$ cat config.mk
export PLATFORM = sky130hd
export DESIGN_NAME = row_edge_centroid_extractor_core
export DESIGN_NICKNAME = d
export VERILOG_FILES = /design/src/hw/rtl/recx_pkg.sv /design/src/hw/rtl/recx_div.sv /design/src/hw/rtl/recx_dp.sv /design/src/hw/rtl/recx_ctrl.sv /design/src/hw/rtl/row_edge_centroid_extractor_core.sv
export SDC_FILE = /design/constraint.sdc
export NUM_CORES = 1
export LEC_CHECK = 0
export BUFFER_PORTS_ARGS = -buffer_cell sky130_fd_sc_hd__buf_4
export CORE_MARGIN = 2
export CORE_UTILIZATION = 54
export DETAILED_ROUTE_END_ITERATION = 10
export PLACE_DENSITY = 0.76
export SLEW_MARGIN = 20
export SYNTH_ARGS = -nofsm -noshare
export SYNTH_HDL_FRONTEND = slang
export SYNTH_SLANG_ARGS = --single-unit
$ cat constraint.sdc
create_clock -name clock -period 5.3 [get_ports clock]
set_input_delay 0.53 -clock clock [delete_from_list [all_inputs] [get_ports clock]]
set_output_delay 0.53 -clock clock [all_outputs]
set_load 0.1 [all_outputs]
$ cat src/hw/rtl/recx_pkg.sv
// ============================================================================
// recx_pkg
// Shared widths, limits, register codes and the control/status bundles of
// the row edge centroid extractor.
// ============================================================================
package recx_pkg;

   localparam int MAX_COLUMNS = 2048;
   localparam int MAX_ROWS    = 4096;
   localparam int POINT_LIMIT = 8192;

   localparam int PIXEL_W  = 8;
   localparam int COL_W    = 11;
   localparam int ROW_W    = 12;
   localparam int SUM_W    = 21;
   localparam int CNT_W    = 12;
   localparam int PCNT_W   = 14;
   localparam int XOFF_W   = 11;
   localparam int YOFF_W   = 12;
   localparam int PX_W     = 12;
   localparam int PY_W     = 13;
   localparam int REM_W    = CNT_W + 1;
   localparam int STEP_W   = 5;

   localparam int RSP_DATA_W = 40;
   localparam int REQ_DATA_W = 8;
   localparam int CSR_ADDR_W = 3;
   localparam int CSR_DATA_W = 32;

   localparam logic [COL_W-1:0]  LAST_COL    = COL_W'(MAX_COLUMNS - 1);
   localparam logic [ROW_W-1:0]  LAST_ROW    = ROW_W'(MAX_ROWS - 1);
   localparam logic [PCNT_W-1:0] PT_LIMIT    = PCNT_W'(POINT_LIMIT);
   localparam logic [STEP_W-1:0] DIV_STEPS   = STEP_W'(SUM_W);

   // register index, taken from paddr[2]
   localparam logic REG_X_BASE = 1'b0;
   localparam logic REG_Y_BASE = 1'b1;

   typedef struct packed {
      logic accept;      // input transfer this cycle
      logic load_point;  // load point result into output register
      logic load_total;  // load frame total into output register
   } recx_cmd_type;

   typedef struct packed {
      logic has_point;   // current input closes a row that gives a point
      logic frame_end;   // current input ends the frame
      logic frame_pend;  // item being worked on ended the frame
      logic div_busy;
      logic out_free;    // output register can take a result
   } recx_status_type;

endpackage

$ cat src/hw/rtl/recx_div.sv
// ============================================================================
// recx_div
// Restoring divider, one quotient bit per cycle, used for the row mean.
// ============================================================================
module recx_div (
   input  logic                         clock,
   input  logic                         reset,
   input  logic                         start,
   input  logic [recx_pkg::SUM_W-1:0]   dividend,
   input  logic [recx_pkg::CNT_W-1:0]   divisor,
   output logic                         busy,
   output logic [recx_pkg::COL_W-1:0]   quotient
);
   import recx_pkg::*;

   logic [REM_W-1:0]  rem_ff, rem_in;
   logic [SUM_W-1:0]  quo_ff, quo_in;
   logic [CNT_W-1:0]  dvs_ff, dvs_in;
   logic [STEP_W-1:0] step_ff, step_in;
   logic [REM_W-1:0]  trial;

   assign trial = {rem_ff[REM_W-2:0], quo_ff[SUM_W-1]};

   always_comb begin
      rem_in  = rem_ff;
      quo_in  = quo_ff;
      dvs_in  = dvs_ff;
      step_in = step_ff;
      if (start) begin
         rem_in  = '0;
         quo_in  = dividend;
         dvs_in  = divisor;
         step_in = DIV_STEPS;
      end else if (step_ff != '0) begin
         step_in = step_ff - STEP_W'(1);
         if (trial >= {1'b0, dvs_ff}) begin
            rem_in = trial - {1'b0, dvs_ff};
            quo_in = {quo_ff[SUM_W-2:0], 1'b1};
         end else begin
            rem_in = trial;
            quo_in = {quo_ff[SUM_W-2:0], 1'b0};
         end
      end
   end

   always_ff @(posedge clock) begin
      if (reset) begin
         step_ff <= '0;
      end else begin
         step_ff <= step_in;
      end
      rem_ff <= rem_in;
      quo_ff <= quo_in;
      dvs_ff <= dvs_in;
   end

   assign busy     = (step_ff != '0);
   // mean column never exceeds the last column index
   assign quotient = quo_ff[COL_W-1:0];

endmodule

$ cat src/hw/rtl/recx_dp.sv
// ============================================================================
// recx_dp
// Datapath: column/row tracking, per-row sums, point bookkeeping, mean
// divider and the output register.
// ============================================================================
module recx_dp (
   input  logic                              clock,
   input  logic                              reset,
   input  recx_pkg::recx_cmd_type            cmd,
   output recx_pkg::recx_status_type         status,
   input  logic [recx_pkg::PIXEL_W-1:0]      pixel,
   input  logic                              row_end,
   input  logic                              frame_end,
   input  logic [recx_pkg::XOFF_W-1:0]       x_base,
   input  logic [recx_pkg::YOFF_W-1:0]       y_base,
   input  logic                              rsp_tready,
   output logic                              rsp_tvalid,
   output logic [recx_pkg::RSP_DATA_W-1:0]   rsp_tdata,
   output logic                              rsp_tlast,
   output logic                              rsp_tuser
);
   import recx_pkg::*;

   logic [COL_W-1:0]  column_ff, column_in;
   logic [ROW_W-1:0]  row_ff, row_in;
   logic [SUM_W-1:0]  sum_ff, sum_in, sum_new;
   logic [CNT_W-1:0]  cnt_ff, cnt_in, cnt_new;
   logic [PCNT_W-1:0] pcount_ff, pcount_in, pcount_inc;
   logic              limit_ff, limit_in;
   logic              overrun_ff, overrun_in;
   logic              frame_pend_ff;
   logic [PY_W-1:0]   py_ff;
   logic [PCNT_W-1:0] ptot_ff, stot_ff;

   logic              is_edge, row_done, has_point;
   logic              div_busy;
   logic [COL_W-1:0]  mean_col;

   logic              valid_ff;
   logic              summ_ff, last_ff;
   logic [PX_W-1:0]   ox_ff;
   logic [PY_W-1:0]   oy_ff;
   logic [PCNT_W-1:0] otot_ff;

   assign is_edge    = !overrun_ff && (pixel != '0);
   assign sum_new    = is_edge ? sum_ff + SUM_W'(column_ff) : sum_ff;
   assign cnt_new    = is_edge ? cnt_ff + CNT_W'(1) : cnt_ff;
   assign row_done   = row_end || frame_end;
   assign has_point  = row_done && (cnt_new != '0) && !limit_ff;
   assign pcount_inc = pcount_ff + PCNT_W'(1);

   recx_div u_div (
      .clock    (clock),
      .reset    (reset),
      .start    (cmd.accept && has_point),
      .dividend (sum_new),
      .divisor  (cnt_new),
      .busy     (div_busy),
      .quotient (mean_col)
   );

   always_comb begin
      column_in  = column_ff;
      row_in     = row_ff;
      sum_in     = sum_ff;
      cnt_in     = cnt_ff;
      pcount_in  = pcount_ff;
      limit_in   = limit_ff;
      overrun_in = overrun_ff;
      if (cmd.accept) begin
         if (row_done) begin
            column_in  = '0;
            sum_in     = '0;
            cnt_in     = '0;
            overrun_in = 1'b0;
            if (row_ff != LAST_ROW) begin
               row_in = row_ff + ROW_W'(1);
            end
            if (has_point) begin
               pcount_in = pcount_inc;
               limit_in  = (pcount_inc >= PT_LIMIT);
            end
         end else begin
            sum_in = sum_new;
            cnt_in = cnt_new;
            if (column_ff == LAST_COL) begin
               overrun_in = 1'b1;
            end else begin
               column_in = column_ff + COL_W'(1);
            end
         end
         if (frame_end) begin
            row_in    = '0;
            pcount_in = '0;
            limit_in  = 1'b0;
         end
      end
   end

   always_ff @(posedge clock) begin
      if (reset) begin
         column_ff     <= '0;
         row_ff        <= '0;
         sum_ff        <= '0;
         cnt_ff        <= '0;
         pcount_ff     <= '0;
         limit_ff      <= 1'b0;
         overrun_ff    <= 1'b0;
         frame_pend_ff <= 1'b0;
      end else begin
         column_ff  <= column_in;
         row_ff     <= row_in;
         sum_ff     <= sum_in;
         cnt_ff     <= cnt_in;
         pcount_ff  <= pcount_in;
         limit_ff   <= limit_in;
         overrun_ff <= overrun_in;
         if (cmd.accept) begin
            frame_pend_ff <= frame_end;
         end
      end
      if (cmd.accept) begin
         py_ff   <= PY_W'(row_ff) + PY_W'(y_base);
         ptot_ff <= pcount_inc;
         stot_ff <= has_point ? pcount_inc : pcount_ff;
      end
   end

   // output register
   always_ff @(posedge clock) begin
      if (reset) begin
         valid_ff <= 1'b0;
      end else if (cmd.load_point || cmd.load_total) begin
         valid_ff <= 1'b1;
      end else if (rsp_tready) begin
         valid_ff <= 1'b0;
      end
      if (cmd.load_point) begin
         summ_ff <= 1'b0;
         ox_ff   <= PX_W'(mean_col) + PX_W'(x_base);
         oy_ff   <= py_ff;
         otot_ff <= ptot_ff;
         last_ff <= !frame_pend_ff;
      end else if (cmd.load_total) begin
         summ_ff <= 1'b1;
         ox_ff   <= '0;
         oy_ff   <= '0;
         otot_ff <= stot_ff;
         last_ff <= 1'b1;
      end
   end

   assign rsp_tvalid = valid_ff;
   assign rsp_tdata  = {1'b0, otot_ff, oy_ff, ox_ff};
   assign rsp_tlast  = last_ff;
   assign rsp_tuser  = summ_ff;

   assign status.has_point  = has_point;
   assign status.frame_end  = frame_end;
   assign status.frame_pend = frame_pend_ff;
   assign status.div_busy   = div_busy;
   assign status.out_free   = !valid_ff || rsp_tready;

endmodule

$ cat src/hw/rtl/recx_ctrl.sv
// ============================================================================
// recx_ctrl
// Controller: takes pixels, waits out the mean division and sequences the
// point and frame-total results into the output register.
// ============================================================================
module recx_ctrl (
   input  logic                        clock,
   input  logic                        reset,
   input  logic                        req_tvalid,
   output logic                        req_tready,
   input  recx_pkg::recx_status_type   status,
   output recx_pkg::recx_cmd_type      cmd
);
   import recx_pkg::*;

   typedef enum logic [3:0] {
      ST_IDLE   = 4'b0001,
      ST_DIVIDE = 4'b0010,
      ST_POINT  = 4'b0100,
      ST_TOTAL  = 4'b1000
   } state_type;

   state_type state_ff, state_in;
   logic      accept;

   assign req_tready = (state_ff == ST_IDLE);
   assign accept     = req_tvalid && req_tready;

   always_comb begin
      state_in       = state_ff;
      cmd.accept     = accept;
      cmd.load_point = 1'b0;
      cmd.load_total = 1'b0;
      unique case (state_ff)
         ST_IDLE: begin
            if (accept) begin
               priority if (status.has_point) begin
                  state_in = ST_DIVIDE;
               end else if (status.frame_end) begin
                  state_in = ST_TOTAL;
               end else begin
                  state_in = ST_IDLE;
               end
            end
         end
         ST_DIVIDE: begin
            if (!status.div_busy) begin
               state_in = ST_POINT;
            end
         end
         ST_POINT: begin
            if (status.out_free) begin
               cmd.load_point = 1'b1;
               state_in = status.frame_pend ? ST_TOTAL : ST_IDLE;
            end
         end
         ST_TOTAL: begin
            if (status.out_free) begin
               cmd.load_total = 1'b1;
               state_in = ST_IDLE;
            end
         end
         default: state_in = ST_IDLE;
      endcase
   end

   always_ff @(posedge clock) begin
      if (reset) begin
         state_ff <= ST_IDLE;
      end else begin
         state_ff <= state_in;
      end
   end

endmodule

$ cat src/hw/rtl/row_edge_centroid_extractor_core.sv
// ============================================================================
// row_edge_centroid_extractor_core
// Per-row edge pixel centroid extractor with APB-style base registers.
// ============================================================================
// Pixels of an edge map come in raster order, one transfer per cycle while
// no point or frame total is pending; tlast marks the last pixel of a row
// and tuser the last pixel of the frame. A pixel that closes a row with
// edge pixels, below the point limit, starts a restoring division of the
// column sum by the edge count; tready then stays low until the point, and
// the frame total when one follows, is loaded, and after a frame end without
// a point until the total is loaded. Output stalls lengthen these waits.
// Results leave through an output register: a point (tuser 0) carries mean
// column plus the x base, row plus the y base and the running point count;
// at frame end a total (tuser 1) follows with the frame's point count.
// Registers: x base at byte address 0, y base at byte address 4.
module row_edge_centroid_extractor_core (
   input  logic                                clock,
   input  logic                                reset,
   // stream in
   input  logic                                req_tvalid,
   output logic                                req_tready,
   input  logic [recx_pkg::REQ_DATA_W-1:0]     req_tdata,  // [7:0] pixel
   input  logic                                req_tlast,  // row_end
   input  logic                                req_tuser,  // frame_end
   // stream out
   output logic                                rsp_tvalid,
   input  logic                                rsp_tready,
   // [11:0] point_x, [24:12] point_y, [38:25] points_total, [39] zero
   output logic [recx_pkg::RSP_DATA_W-1:0]     rsp_tdata,
   output logic                                rsp_tlast,  // is_last
   output logic                                rsp_tuser,  // is_summary
   // register port
   input  logic                                csr_psel,
   input  logic                                csr_penable,
   input  logic                                csr_pwrite,
   input  logic [recx_pkg::CSR_ADDR_W-1:0]     csr_paddr,
   input  logic [recx_pkg::CSR_DATA_W-1:0]     csr_pwdata,
   output logic [recx_pkg::CSR_DATA_W-1:0]     csr_prdata,
   output logic                                csr_pready
);
   import recx_pkg::*;

   logic [XOFF_W-1:0] x_base_ff;
   logic [YOFF_W-1:0] y_base_ff;
   logic              csr_write;
   logic              reg_sel;

   recx_cmd_type      cmd;
   recx_status_type   status;

   assign csr_pready = 1'b1;
   assign csr_write  = csr_psel && csr_penable && csr_pwrite && csr_pready;
   assign reg_sel    = csr_paddr[2];

   always_ff @(posedge clock) begin
      if (reset) begin
         x_base_ff <= '0;
         y_base_ff <= '0;
      end else if (csr_write) begin
         unique case (reg_sel)
            REG_X_BASE: x_base_ff <= csr_pwdata[XOFF_W-1:0];
            REG_Y_BASE: y_base_ff <= csr_pwdata[YOFF_W-1:0];
            default: ;
         endcase
      end
   end

   always_comb begin
      unique case (reg_sel)
         REG_X_BASE: csr_prdata = CSR_DATA_W'(x_base_ff);
         REG_Y_BASE: csr_prdata = CSR_DATA_W'(y_base_ff);
         default:    csr_prdata = '0;
      endcase
   end

   recx_ctrl u_ctrl (
      .clock      (clock),
      .reset      (reset),
      .req_tvalid (req_tvalid),
      .req_tready (req_tready),
      .status     (status),
      .cmd        (cmd)
   );

   recx_dp u_dp (
      .clock      (clock),
      .reset      (reset),
      .cmd        (cmd),
      .status     (status),
      .pixel      (req_tdata[PIXEL_W-1:0]),
      .row_end    (req_tlast),
      .frame_end  (req_tuser),
      .x_base     (x_base_ff),
      .y_base     (y_base_ff),
      .rsp_tready (rsp_tready),
      .rsp_tvalid (rsp_tvalid),
      .rsp_tdata  (rsp_tdata),
      .rsp_tlast  (rsp_tlast),
      .rsp_tuser  (rsp_tuser)
   );

   // a frame end always owes a total, so the input side must stall
   a_frame_end_stalls: assert property (@(posedge clock) disable iff (reset)
      req_tvalid && req_tready && req_tuser |=> !req_tready)
      else $error("input taken right after frame end");

   a_total_is_last: assert property (@(posedge clock) disable iff (reset)
      rsp_tvalid && rsp_tuser |-> rsp_tlast && (rsp_tdata[24:0] == 25'd0))
      else $error("frame total malformed");

   a_no_load_while_busy: assert property (@(posedge clock) disable iff (reset)
      (cmd.load_point || cmd.load_total) |-> !status.div_busy && status.out_free)
      else $error("result loaded into occupied output register");

endmodule
# == Word level (Yosys, flattened, before mapping) ==
# Index checks and enable logic that the tools add are counted.
# word_totals
ff_bits,233
word_cells,126
input_bits,52
output_inout_bits,77
# op_classes
order_cmp,2
addsub,9
muxes,45
n_reduce_logical,33
n_eq_ne,11
n_bitwise,1
# ops
cell,count
12-bit two-way mux,8
21-bit two-way mux,4
14-bit two-way mux,5
32-bit one-hot mux with 2 select lines,1
4-bit two-way mux,7
13-bit two-way mux,2
"12-bit by 1-bit adder with 12-bit output, second input constant",2
11-bit two-way mux,2
21-bit by 11-bit adder with 21-bit output,1
4-bit one-hot mux with 4 select lines,1
"14-bit by 1-bit adder with 14-bit output, second input constant",1
"14-bit greater-or-equal comparator, second input constant",1
2-bit nonzero test,7
12-bit by 12-bit adder with 13-bit output,1
13-bit by 12-bit greater-or-equal comparator with 1-bit output,1
1-bit two-way mux,13
11-bit by 11-bit adder with 12-bit output,1
"12-bit != test, second input constant",1
12-bit nonzero test,1
12-bit subtractor,1
"11-bit by 1-bit adder with 11-bit output, second input constant",1
"11-bit equality test, second input constant",1
5-bit two-way mux,2
2-bit AND reduction,5
16 further kinds,31

# == Depth between registers and ports, before layout ==
# depth
word_depth,9
depth_mapped,11
ltp_nobuf,10

# == Cells and area by module ==
# A second synthesis with hierarchy kept.
# unflattened
cells_unflattened,1265
area_unflattened_um2,12657.1
# modules_own_cells
module,cells_per_inst,area_each_um2,n_inst,seq_area_each_um2
recx_dp,847,8339.2,1,3933.8
recx_div,250,2712.6,1,1331.3
row_edge_centroid_extractor_core,127,1283.7,1,460.4
recx_ctrl,41,321.6,1,80.1

# == Worst setup path before layout ==
# Ideal clock, no wire load.
# synth_path
path_kind,reg2reg
startpoint,register u_ctrl.state_ff[3]
endpoint,register u_dp.cnt_ff[7]
path_buffers,3
synth_period_minus_slack_ns,6.824
t_required_ns,5.172
arrival_time_ns,6.697
path_slack_ns,-1.524
setup_time_ns,0.128
path_stages_with_launch,10
path_cell_list,dfxtp_1 clkbuf_1 nor4b_1 nand2_1 inv_1 buf_2 buf_1 o21ai_0 a22oi_1 nor2_1
# synth_rtl
element,line,text
from (decl),recx_ctrl.sv:23,"state_type state_ff, state_in;"
from (signal assigned),recx_ctrl.sv:71,state_ff <= state_in;
to (signal assigned),recx_dp.sv:114,cnt_ff <= cnt_in;
to (decl),recx_dp.sv:27,"logic [CNT_W-1:0] cnt_ff, cnt_in, cnt_new;"

# == Final worst setup path ==
# layout_path
startpoint,register u_dp.cnt_ff[2]
endpoint,"register u_dp.u_div.quo_ff[0], enable pin"
# layout_via
elab_chain_len,7
# layout_lines
element,line,text
12-bit by 1-bit adder with 12-bit output,recx_dp.sv:47,assign cnt_new = is_edge ? cnt_ff + CNT_W'(1) : cnt_ff;
12-bit two-way mux *,recx_dp.sv:47,
12-bit nonzero test *,recx_dp.sv:49,assign has_point = row_done && (cnt_new != '0) && !limit_ff;
1-bit logical AND * (2 in a row),recx_dp.sv:49,
1-bit logical AND *,recx_dp.sv:55,".start (cmd.accept && has_point),"
2-bit nonzero test (no line) *,-,
to (signal assigned),recx_div.sv:53,quo_ff <= quo_in;
to (decl),recx_div.sv:17,"logic [SUM_W-1:0] quo_ff, quo_in;"
# Mark *: on every way between the ends. The rest lies on a longest branch, timed or not.
# A chain may end at the register's enable or synchronous reset.

==> key figures <==
Worst setup path
  • CP Launch Type: flop
  • CP Cell Sequence: nand4b_4, a2111oi_1, nand3_1, a21o_1, o311ai_4, nand2_1
  • Worst path required time: 5.35 ns
  • Largest stage delay on the critical path: 0.94 ns
  • Kind of critical path: reg2reg
  • CP bufs+invs: 0
  • CP max-delay cell: a2111oi_1
  • Cell family with most CP delay: compound AO/OA/AOI/OAI gates
  • Crit path max fanout: 21
  • Crit. End Element: flop
  • Worst Path Arrival: 4.06 ns

Clock network
  • CTS root buf: clkbuf_16
  • Clock latency on the worst-skew pair: 0.53 ns
  • Clock buffer depth: 3
  • H-tree levels: 1
  • Post-CTS setup buffers: 0
  • Hold_buf cts: 0
  • CTS Buf Count: 25
  • CTS clock-pin slew for the worst setup and hold paths: 0.06 ns
  • Cts repair resizes: 0
  • CTS tree: done
  • Count of clock tree sinks: 233

Global route
  • Initial antenna violation count: 0
  • GRT Overall Usage: 23.04%
  • Congestion Overflow GR: 0
  • Vias in the first global route: 9319
  • Largest net degree at the start of global routing: 78
  • First-pass GRT wire length: 45910 um

Power
  • Clock Power Share: 31.2%
  • Internal Power: 3.872 mW
  • Switching share of power: 33.45%
  • Combinational power share: 28.1%
  • Net Sw Power: 1.946 mW
  • Reg power frac: 40.7%
  • Leakage: 5.693 nW
  • Peak supply drop: 0.2315 mV
  • PD cells: 412.3 mW/mm^2

Timing
  • Final setup TNS: 0 ns
  • RSZ-0062 raised after global routing: false
  • Worst-Margin Slew: 1.111 ns
  • Crit share post-route: 75.65%
  • Final count of hold timing violations: 0
  • Slew Viols, Final: 0
  • Fmax: 249.4 MHz
  • Slew HR: 25.92%
  • Clock Skew: 0.01017 ns
  • Final setup vio count: 0
  • Min Tclk post-route: 4.010 ns

Logic synthesis
  • Synth Area in Compound Gates: 14.59%
  • Post-synthesis sequential area ratio: 46.53%
  • Ys Warns: 0
  • Top post-synthesis cells by area: edfxtp_1 27%, dfxtp_1 19%, nand2_1 6.0%
  • Synth Area in Adders: 5.856%
  • FFs w/ async S/R, synth: 0%
  • Synthesized area: 0.01248 mm^2
  • Synth cell types: 71
  • Largest family of logic cells by synthesized area: simple AND/OR/NAND/NOR gates
  • Post-synth top cells: 200 x nand2_1, 119 x dfxtp_1, 114 x edfxtp_1
  • Simple-Gate Fraction of Synth Area: 19.95%
  • Synth Register Bits: 233
  • Yosys top cell area share: 27.43%
  • Post-Syn Instances: 1337
  • Post-synthesis area per instance: 9.333 um^2
  • Leading area contributor after synthesis: edfxtp_1
  • XOR/XNOR share of the synthesized area: 6.317%
  • Synth Flop Type: dfxtp_1
  • Mux contribution to synthesized area: 1.875%
  • EDFF count, synth: 114
  • Top-count cell post-synth: nand2_1

Flow run
  • Max Cap Viol: 0

Drt
  • Residual DRC: 0
  • Avg WL per Cell: 16.73 um
  • Vias/cell: 5.798
  • Vias: 9840
  • Drt first pass iters: 5
  • Total Routed Length: 28400 um
  • Routed Antenna Nets: 0
  • Iter 0 DRT Violations: 717

Layout
  • Layout cells sized above 1: 11.97%
  • N_diodes: 0
  • Fill cells: 1854
  • Post-route cell area: 0.01411 mm^2
  • Fin nets: 1502
  • Area delta synth->final: 13.08%

Place
  • Post-DP HPWL: 19440 um
  • GPL Wtd Cong: 0.8658
  • IO Port Bufs: 84
  • Placement Cell Area: 0.01324 mm^2

Floorplanning
  • Die span in x: 156.0 um
  • Starting Density: 55.11%
  • Core area: 0.02264 mm^2
  • Die area: 0.02434 mm^2
  • Core Rows: 55
  • # IOs: 129
  • Die Height: 156.0 um

Status
  • Status: complete, no violations

Min path
  • Hold Path Class: in2reg
## cell usage in the layout, fill, tap and decap left out, types with 9 or more instances in the layout
cell and n:
dfxtp_1 119, mux2i_1 11, conb_1 22, and3_1 18, and2_1 23, o21ai_0 64, a21oi_1 86, inv_1 42
ha_1 52, mux2_2 11, nor2b_1 14, nand3_1 42, clkbuf_16 27, o21ai_1 9, buf_4 98, nand4_1 16
nand2_1 200, a31oi_1 16, o211ai_1 9, or3_1 20, xnor2_1 45, nor2_1 105, nand2b_1 9, a22oi_1 15
a21o_1 9, a211oi_1 12, xor2_1 45, nor3_1 30, edfxtp_1 114
## stage by stage
step	hold slack, ns	utilization [%]	total power [mW]	std cells	setup slack (ns)
after global routing	0.2380	62.32	6.108	1697	1.006
after floorplan	0.4419	-	3.638	1357	0.2137
after global placement	0.4610	58.46	3.974	1651	1.077
after detailed placement	0.4659	58.46	4.019	1651	0.9700
final	0.2527	62.32	5.818	1697	1.290
after CTS	0.2404	62.27	5.831	1696	1.269
## worst register-to-register path, cell delays in order, from the launching register on
cell,delay (ns)
dfxtp_1,0.53
nand4b_4,0.18
a2111oi_1,0.94
nand3_1,0.21
a21o_1,0.35
o311ai_4,0.58
nand2_1,0.72
## power by group through the flow
stage	logic [mW]	clock network [mW]	registers (mW)
floorplan	1.22	0	2.42
global placement	1.57	0	2.40
detailed placement	1.61	0	2.41
CTS	1.62	1.84	2.37
global route	1.80	1.91	2.40
finish	1.63	1.81	2.37
## sequential cells by signal, indices dropped and copies added, names as in the netlist, 4 cells and up
name,cells
u_dp.u_div.dvs_ff,12
u_dp.py_ff,13
u_dp.u_div.quo_ff,21
u_dp.stot_ff,14
u_ctrl.state_ff,4
u_dp.column_ff,11
u_dp.u_div.step_ff,5
u_dp.sum_ff,21
u_dp.ptot_ff,14
u_dp.row_ff,12
u_dp.ox_ff,12
u_dp.oy_ff,13
u_dp.otot_ff,14
u_dp.cnt_ff,12
x_base_ff,11
u_dp.pcount_ff,14
u_dp.u_div.rem_ff,12
y_base_ff,12
## per-layer routing
layer  track usage [%]  share of wire (%)  routed length, um  vias to the layer above
met5                 0                  0                  0                        -
met4             6.772                2.1                589                        0
met3             2.722                4.9               1381                       40
met2             40.83                 49              13910                      271
met1             29.68                 44              12520                     4671
li1                  -                  -                  -                     4858
## cell families after synthesis
group | count (synthesis)
flip-flops | 233
AO/OA/AOI/OAI | 282
other | 2
buffers and inverters | 133
multiplexers | 22
adder cells (fa/ha/maj) | 56
XOR/XNOR | 90
AND/OR/NAND/NOR | 519
## worst paths after layout
check             slack (ns)              endpoint  cells after the start      startpoint
setup / recovery        1.29  u_dp.u_div.quo_ff[0]                      6  u_dp.cnt_ff[2]
hold / removal          0.25         x_base_ff[10]                      3  csr_pwdata[10]
setup reg to reg        1.29  u_dp.u_div.quo_ff[0]                      6  u_dp.cnt_ff[2]
hold reg to reg         0.48          x_base_ff[9]                      2    x_base_ff[9]
## area by class of cell
cell class / instances / area, um^2 / area share (%)
Clock inverter: 10 / 116.4 / 0.8247
Multi-Input combinational cell: 991 / 6173 / 43.75
Tap cell: 285 / 356.6 / 2.527
Timing Repair Buffer: 99 / 747.0 / 5.294
Clock buffer: 35 / 745.7 / 5.285
Sequential cell: 233 / 5806 / 41.15
Inverter: 44 / 165.2 / 1.171
(Power assumes the default switching activity.)
